[src/rtl/sem_pkg.sv]
`default_nettype none
package sem_pkg;
  localparam int unsigned MaxWidthDefault = 1024;
  localparam int unsigned HeightLimit = 4096;
  localparam int unsigned WidthRegW = 11;
  localparam int unsigned HeightRegW = 13;
  localparam int unsigned CfgDataW = 13;
  localparam int unsigned CfgIdxW = 1;
  localparam int unsigned PixW = 24;
  localparam logic [7:0] MagMax = 8'd255;

  typedef enum logic [CfgIdxW-1:0] {
    CFG_WIDTH  = 1'b0,
    CFG_HEIGHT = 1'b1
  } cfg_idx_t;

  typedef enum logic [1:0] {
    ST_IDLE,
    ST_FILL,
    ST_EMIT
  } state_t;

  typedef struct packed {
    logic [7:0] red;
    logic [7:0] green;
    logic [7:0] blue;
  } rgb_t;

  typedef struct packed {
    logic [7:0] red;
    logic [7:0] green;
    logic [7:0] blue;
    logic       last_of_item;
    logic       end_of_frame;
  } res_t;

  // Stencil for one channel over a 3x3 block; returns sum of squares.
  function automatic logic [20:0] sobel_sq(input logic [71:0] blk);
    logic signed [20:0] gx;
    logic signed [20:0] gy;
    logic signed [20:0] p [9];
    for (int k = 0; k < 9; k++) p[k] = {13'd0, blk[8*k +: 8]};
    gx = p[2] - p[0] + 21'sd2 * (p[5] - p[3]) + p[8] - p[6];
    gy = p[6] + 21'sd2 * p[7] + p[8] - p[0] - 21'sd2 * p[1] - p[2];
    sobel_sq = 21'(gx * gx) + 21'(gy * gy);
  endfunction
endpackage
`default_nettype wire

[src/rtl/sem_mag_unit.sv]
`default_nettype none
// Rounded integer square root, two result bits per cycle.
module sem_mag_unit
  import sem_pkg::*;
(
  input  wire logic        clk,
  input  wire logic        rst_n,
  input  wire logic        start,
  input  wire logic [20:0] sq,
  output logic             done,
  output logic [7:0]       mag
);
  logic [21:0] rem_r, rem_nxt;
  logic [10:0] root_r, root_nxt;
  logic [23:0] src_r, src_nxt;
  logic [2:0]  cnt_r, cnt_nxt;
  logic        busy_r, busy_nxt;
  logic [21:0] r1, r2, t1, t2;
  logic [10:0] q1, q2;

  always_comb begin
    t1 = {rem_r[19:0], src_r[23:22]} - {9'd0, root_r, 2'b01};
    if (!t1[21]) begin
      r1 = t1; q1 = {root_r[9:0], 1'b1};
    end else begin
      r1 = {rem_r[19:0], src_r[23:22]}; q1 = {root_r[9:0], 1'b0};
    end
    t2 = {r1[19:0], src_r[21:20]} - {9'd0, q1, 2'b01};
    if (!t2[21]) begin
      r2 = t2; q2 = {q1[9:0], 1'b1};
    end else begin
      r2 = {r1[19:0], src_r[21:20]}; q2 = {q1[9:0], 1'b0};
    end
    rem_nxt = rem_r; root_nxt = root_r; src_nxt = src_r;
    cnt_nxt = cnt_r; busy_nxt = busy_r;
    if (start) begin
      rem_nxt = '0; root_nxt = '0; src_nxt = {3'd0, sq}; cnt_nxt = '0; busy_nxt = 1'b1;
    end else if (busy_r) begin
      rem_nxt = r2; root_nxt = q2; src_nxt = {src_r[19:0], 4'd0};
      cnt_nxt = cnt_r + 3'd1;
      if (cnt_r == 3'd5) busy_nxt = 1'b0;
    end
  end

  always_ff @(posedge clk) begin
    if (!rst_n) begin
      busy_r <= 1'b0;
      cnt_r  <= '0;
    end else begin
      busy_r <= busy_nxt;
      cnt_r  <= cnt_nxt;
    end
    rem_r  <= rem_nxt;
    root_r <= root_nxt;
    src_r  <= src_nxt;
  end

  logic [11:0] rnd;
  always_comb begin
    done = busy_r && !busy_nxt;
    // remainder > root rounds up
    rnd = {1'b0, q2} + {11'd0, (r2 > {11'd0, q2})};
    mag = (rnd > 12'd255) ? MagMax : rnd[7:0];
  end
endmodule
`default_nettype wire

[config.mk]
export PLATFORM = sky130hd
export DESIGN_NAME = sem_mag_unit
export DESIGN_NICKNAME = d
export VERILOG_FILES = /design/src/rtl/sem_pkg.sv /design/src/rtl/sem_mag_unit.sv
export SDC_FILE = /design/constraint.sdc
export NUM_CORES = 1
export LEC_CHECK = 0
export ABC_AREA = 0
export BUFFER_PORTS_ARGS = -buffer_cell sky130_fd_sc_hd__buf_2
export CAP_MARGIN = 20
export CORE_ASPECT_RATIO = 1.1
export CORE_MARGIN = 2
export CORE_UTILIZATION = 40
export DETAILED_ROUTE_END_ITERATION = 6
export PLACE_DENSITY = 0.67
export SLEW_MARGIN = 25
export SYNTH_ARGS = -nofsm -noshare
export SYNTH_HDL_FRONTEND = slang
export SYNTH_SLANG_ARGS = --single-unit
[constraint.sdc]
create_clock -name clk -period 25.3 [get_ports clk]
set_input_delay 2.53 -clock clk [delete_from_list [all_inputs] [get_ports clk]]
set_output_delay 2.53 -clock clk [all_outputs]
set_load 0.01 [all_outputs]
==> impl_metrics.yaml <==
placed_design:
  gp_congestion: 1.06
  hpwl_um: 9380
  numPortBuffers: 32
floorplan:
  die_h_um: 117
  coreArea_mm2: 0.0114
  start_util_pct: 40.8
  dieWidth_um: 107
  die_area_mm2: 0.0125
  num_io_pins: 33
  row_count: 41
sta:
  setup_violations: 0
  worst_pin_slew_ps: 871
  slew-limit-headroom_pct: 41.9
  tns_ps: 0
  max_freq_mhz: 81.7
  period_share_pct: 48.4
  finalHoldViolations: 0
  final_max_slew_viol_count: 0
  layout_min_cycle_time_ps: 12250
  rsz0062_at_grt: "false"
  final.setup_skew_ps: 10.8
routing:
  drcViolationCount: 0
  viasPerCell: 5.45
  drt-pass1-iter-count: 4
  routed_wl_um: 12100
  ant_nets: 0
  drt_iter0_drc: 197
  num_vias: 3933
  wl_per_cell_um: 16.8
yosys:
  synth_flop_cell: "dfxtp_1"
  yosysSeqAreaShare_pct: 29.8
  syn_area_mm2: 0.00466
  synth_nets: 604
  synthCells: 540
  ys_ff_latch: 59
  synth_top_family_by_area: "simple AND/OR/NAND/NOR gates"
  synthArstFlopShare_pct: 0
  yosys-top-cells-count: "nor2_1 (61), nand2_1 (42), ha_1 (40), a21oi_1 (38), dfxtp_1 (38)"
  synth_xor_xnor_area_share_pct: 8.80
  synth_adder_area_share_pct: 10.7
  synth_most_common_cell: "nor2_1"
  ys_types: 58
  synth.avg_cell_area_um2: 8.64
  yosysTopAreaCell: "dfxtp_1"
  ys.warnings.count: 0
  synth_edf_count: 21
  synth_top_area_share_pct: 16.3
  synthMuxAreaShare_pct: 10.8
  yosys.area_share.simple_pct: 21.0
  yosys-top-cells-area: "dfxtp_1 (16%), edfxtp_1 (14%), ha_1 (11%), mux2i_1 (6.4%), nor2_1 (4.9%)"
  synth-compound-area-share_pct: 15.1
final_layout:
  nFillCells: 1092
  area_growth_syn_to_layout_pct: 12.2
  fin_nets: 630
  diodes: 0
  drive_above_1_share_pct: 15.8
outcome:
  outcome: "completed"
clocking:
  htree_levels: 3
  clock_latency_ps: 330
  hold_buffers: 0
  cts_resized: 0
  clk_pin_slew_worst_paths_ps: 50
  clockRootBuffer: "clkbuf_16"
  clk_path_buf_depth: 2
  cts_sinks: 59
  cts_tree: "yes"
  cts_inserted_buffers: 9
  cts_setup_buffers: 0
grt:
  grt_pass1_wl_um: 19600
  antenna_found_initial: 0
  grt_max_degree: 54
  grt.total_usage_pct: 20.4
  overflow: 0
  grt_pass1_vias: 3906
setup_path:
  cp_top_family: "simple AND/OR/NAND/NOR gates"
  crit_slowest_cell: "ha_1"
  worstPathMaxFanout: 27
  path_class: "flip-flop to primary output"
  start_kind: "flip-flop"
  critPathCaptureType: "primary output"
  crit_top_cell: "ha_1"
  cp_data_arrival_time_ps: 9720
  crit_buf_inv: 2
  cp_slowest_stage_delay_ps: 880
  crit_required_ps: 22770
job:
  cap_violations: 0
hold_path:
  min_path_type: "flip-flop to flip-flop"
state kept, by name (all words and copies together) (netlist names):
signal / flops
src_r: 24
rem_r: 20
root_r: 11
cnt_r: 3
busy_r: 1
cells in the final DEF, fill, tap and decap left out, types with 4 or more instances in the layout:
cell	netlist	final
xnor2_1	25	25
ha_1	40	40
inv_1	23	23
o21bai_1	8	8
nor3_1	10	10
dfxtp_1	38	37
edfxtp_1	21	21
and2_1	9	9
a21o_1	5	5
o21ai_0	26	26
or4_1	4	4
o21a_1	6	6
mux2_2	18	18
nand3_1	10	10
nand4_1	5	5
or2_2	5	5
nor2b_1	9	9
mux2i_1	30	30
a211oi_1	7	7
nand2b_1	9	9
nand2_1	42	42
clkbuf_16	0	9
xor2_1	20	20
a21oi_1	38	38
buf_2	0	32
nor2_1	61	61
and3_1	7	7
cell families after synthesis:
group	count (synthesis)
adders and majority gates	40
muxes	48
DFF	59
AOI/OAI and AO/OA	111
xor gates and xnor gates	46
buffers and inverters	44
and+or+nand+nor	192
through the flow:
step	setup WS, ps	utilization, %	cell area (µm²)	std cells	hold WS (ps)
final	13050	45.7	5230	721	484
after global routing	12280	45.7	5230	721	499
after CTS	13160	45.7	5230	721	486
after detailed placement	13550	43.3	4950	705	474
after global placement	13650	43.3	4950	705	461
after floorplan	14430	-	4660	540	457
tightest hold or removal path, cell delays in order, from the launching register on:
cell      delay [ps]
edfxtp_1         310
mux2i_1           60
nor2_1            70
path summary, 6_finish.rpt:
| kind | startpoint | endpoint | slack, ps | depth (start not counted) |
|---|---|---|---|---|
| setup / recovery | root_r[1] | mag[2] | 13050 | 41 |
| hold / removal | src_r[19] | src_r[23] | 480 | 2 |
| setup reg to reg | root_r[1] | rem_r[19] | 18130 | 25 |
| hold reg to reg | src_r[19] | src_r[23] | 480 | 2 |
per-layer routing:
metal	track usage, %	share of wire [%]	vias up
li1	-	-	1985
met4	8.92	2.6	0
met1	25.8	46	1829
met2	35.1	47	97
met5	0	0	-
met3	2.71	4.0	22
final cells by class:
type | instances | area (µm²) | share of cell area, %
Clock buffer | 10 | 239 | 4.57
Sequential cell | 59 | 1390 | 26.6
Tap cell | 150 | 188 | 3.59
Timing Repair Buffer | 35 | 183 | 3.49
Multi-Input combinational cell | 437 | 3100 | 59.3
Clock inverter | 6 | 38.8 | 0.742
Inverter | 24 | 90.1 | 1.72
Power is not shown: default switching activity piles up to over one toggle a cycle in this logic, so the estimate is an artifact.
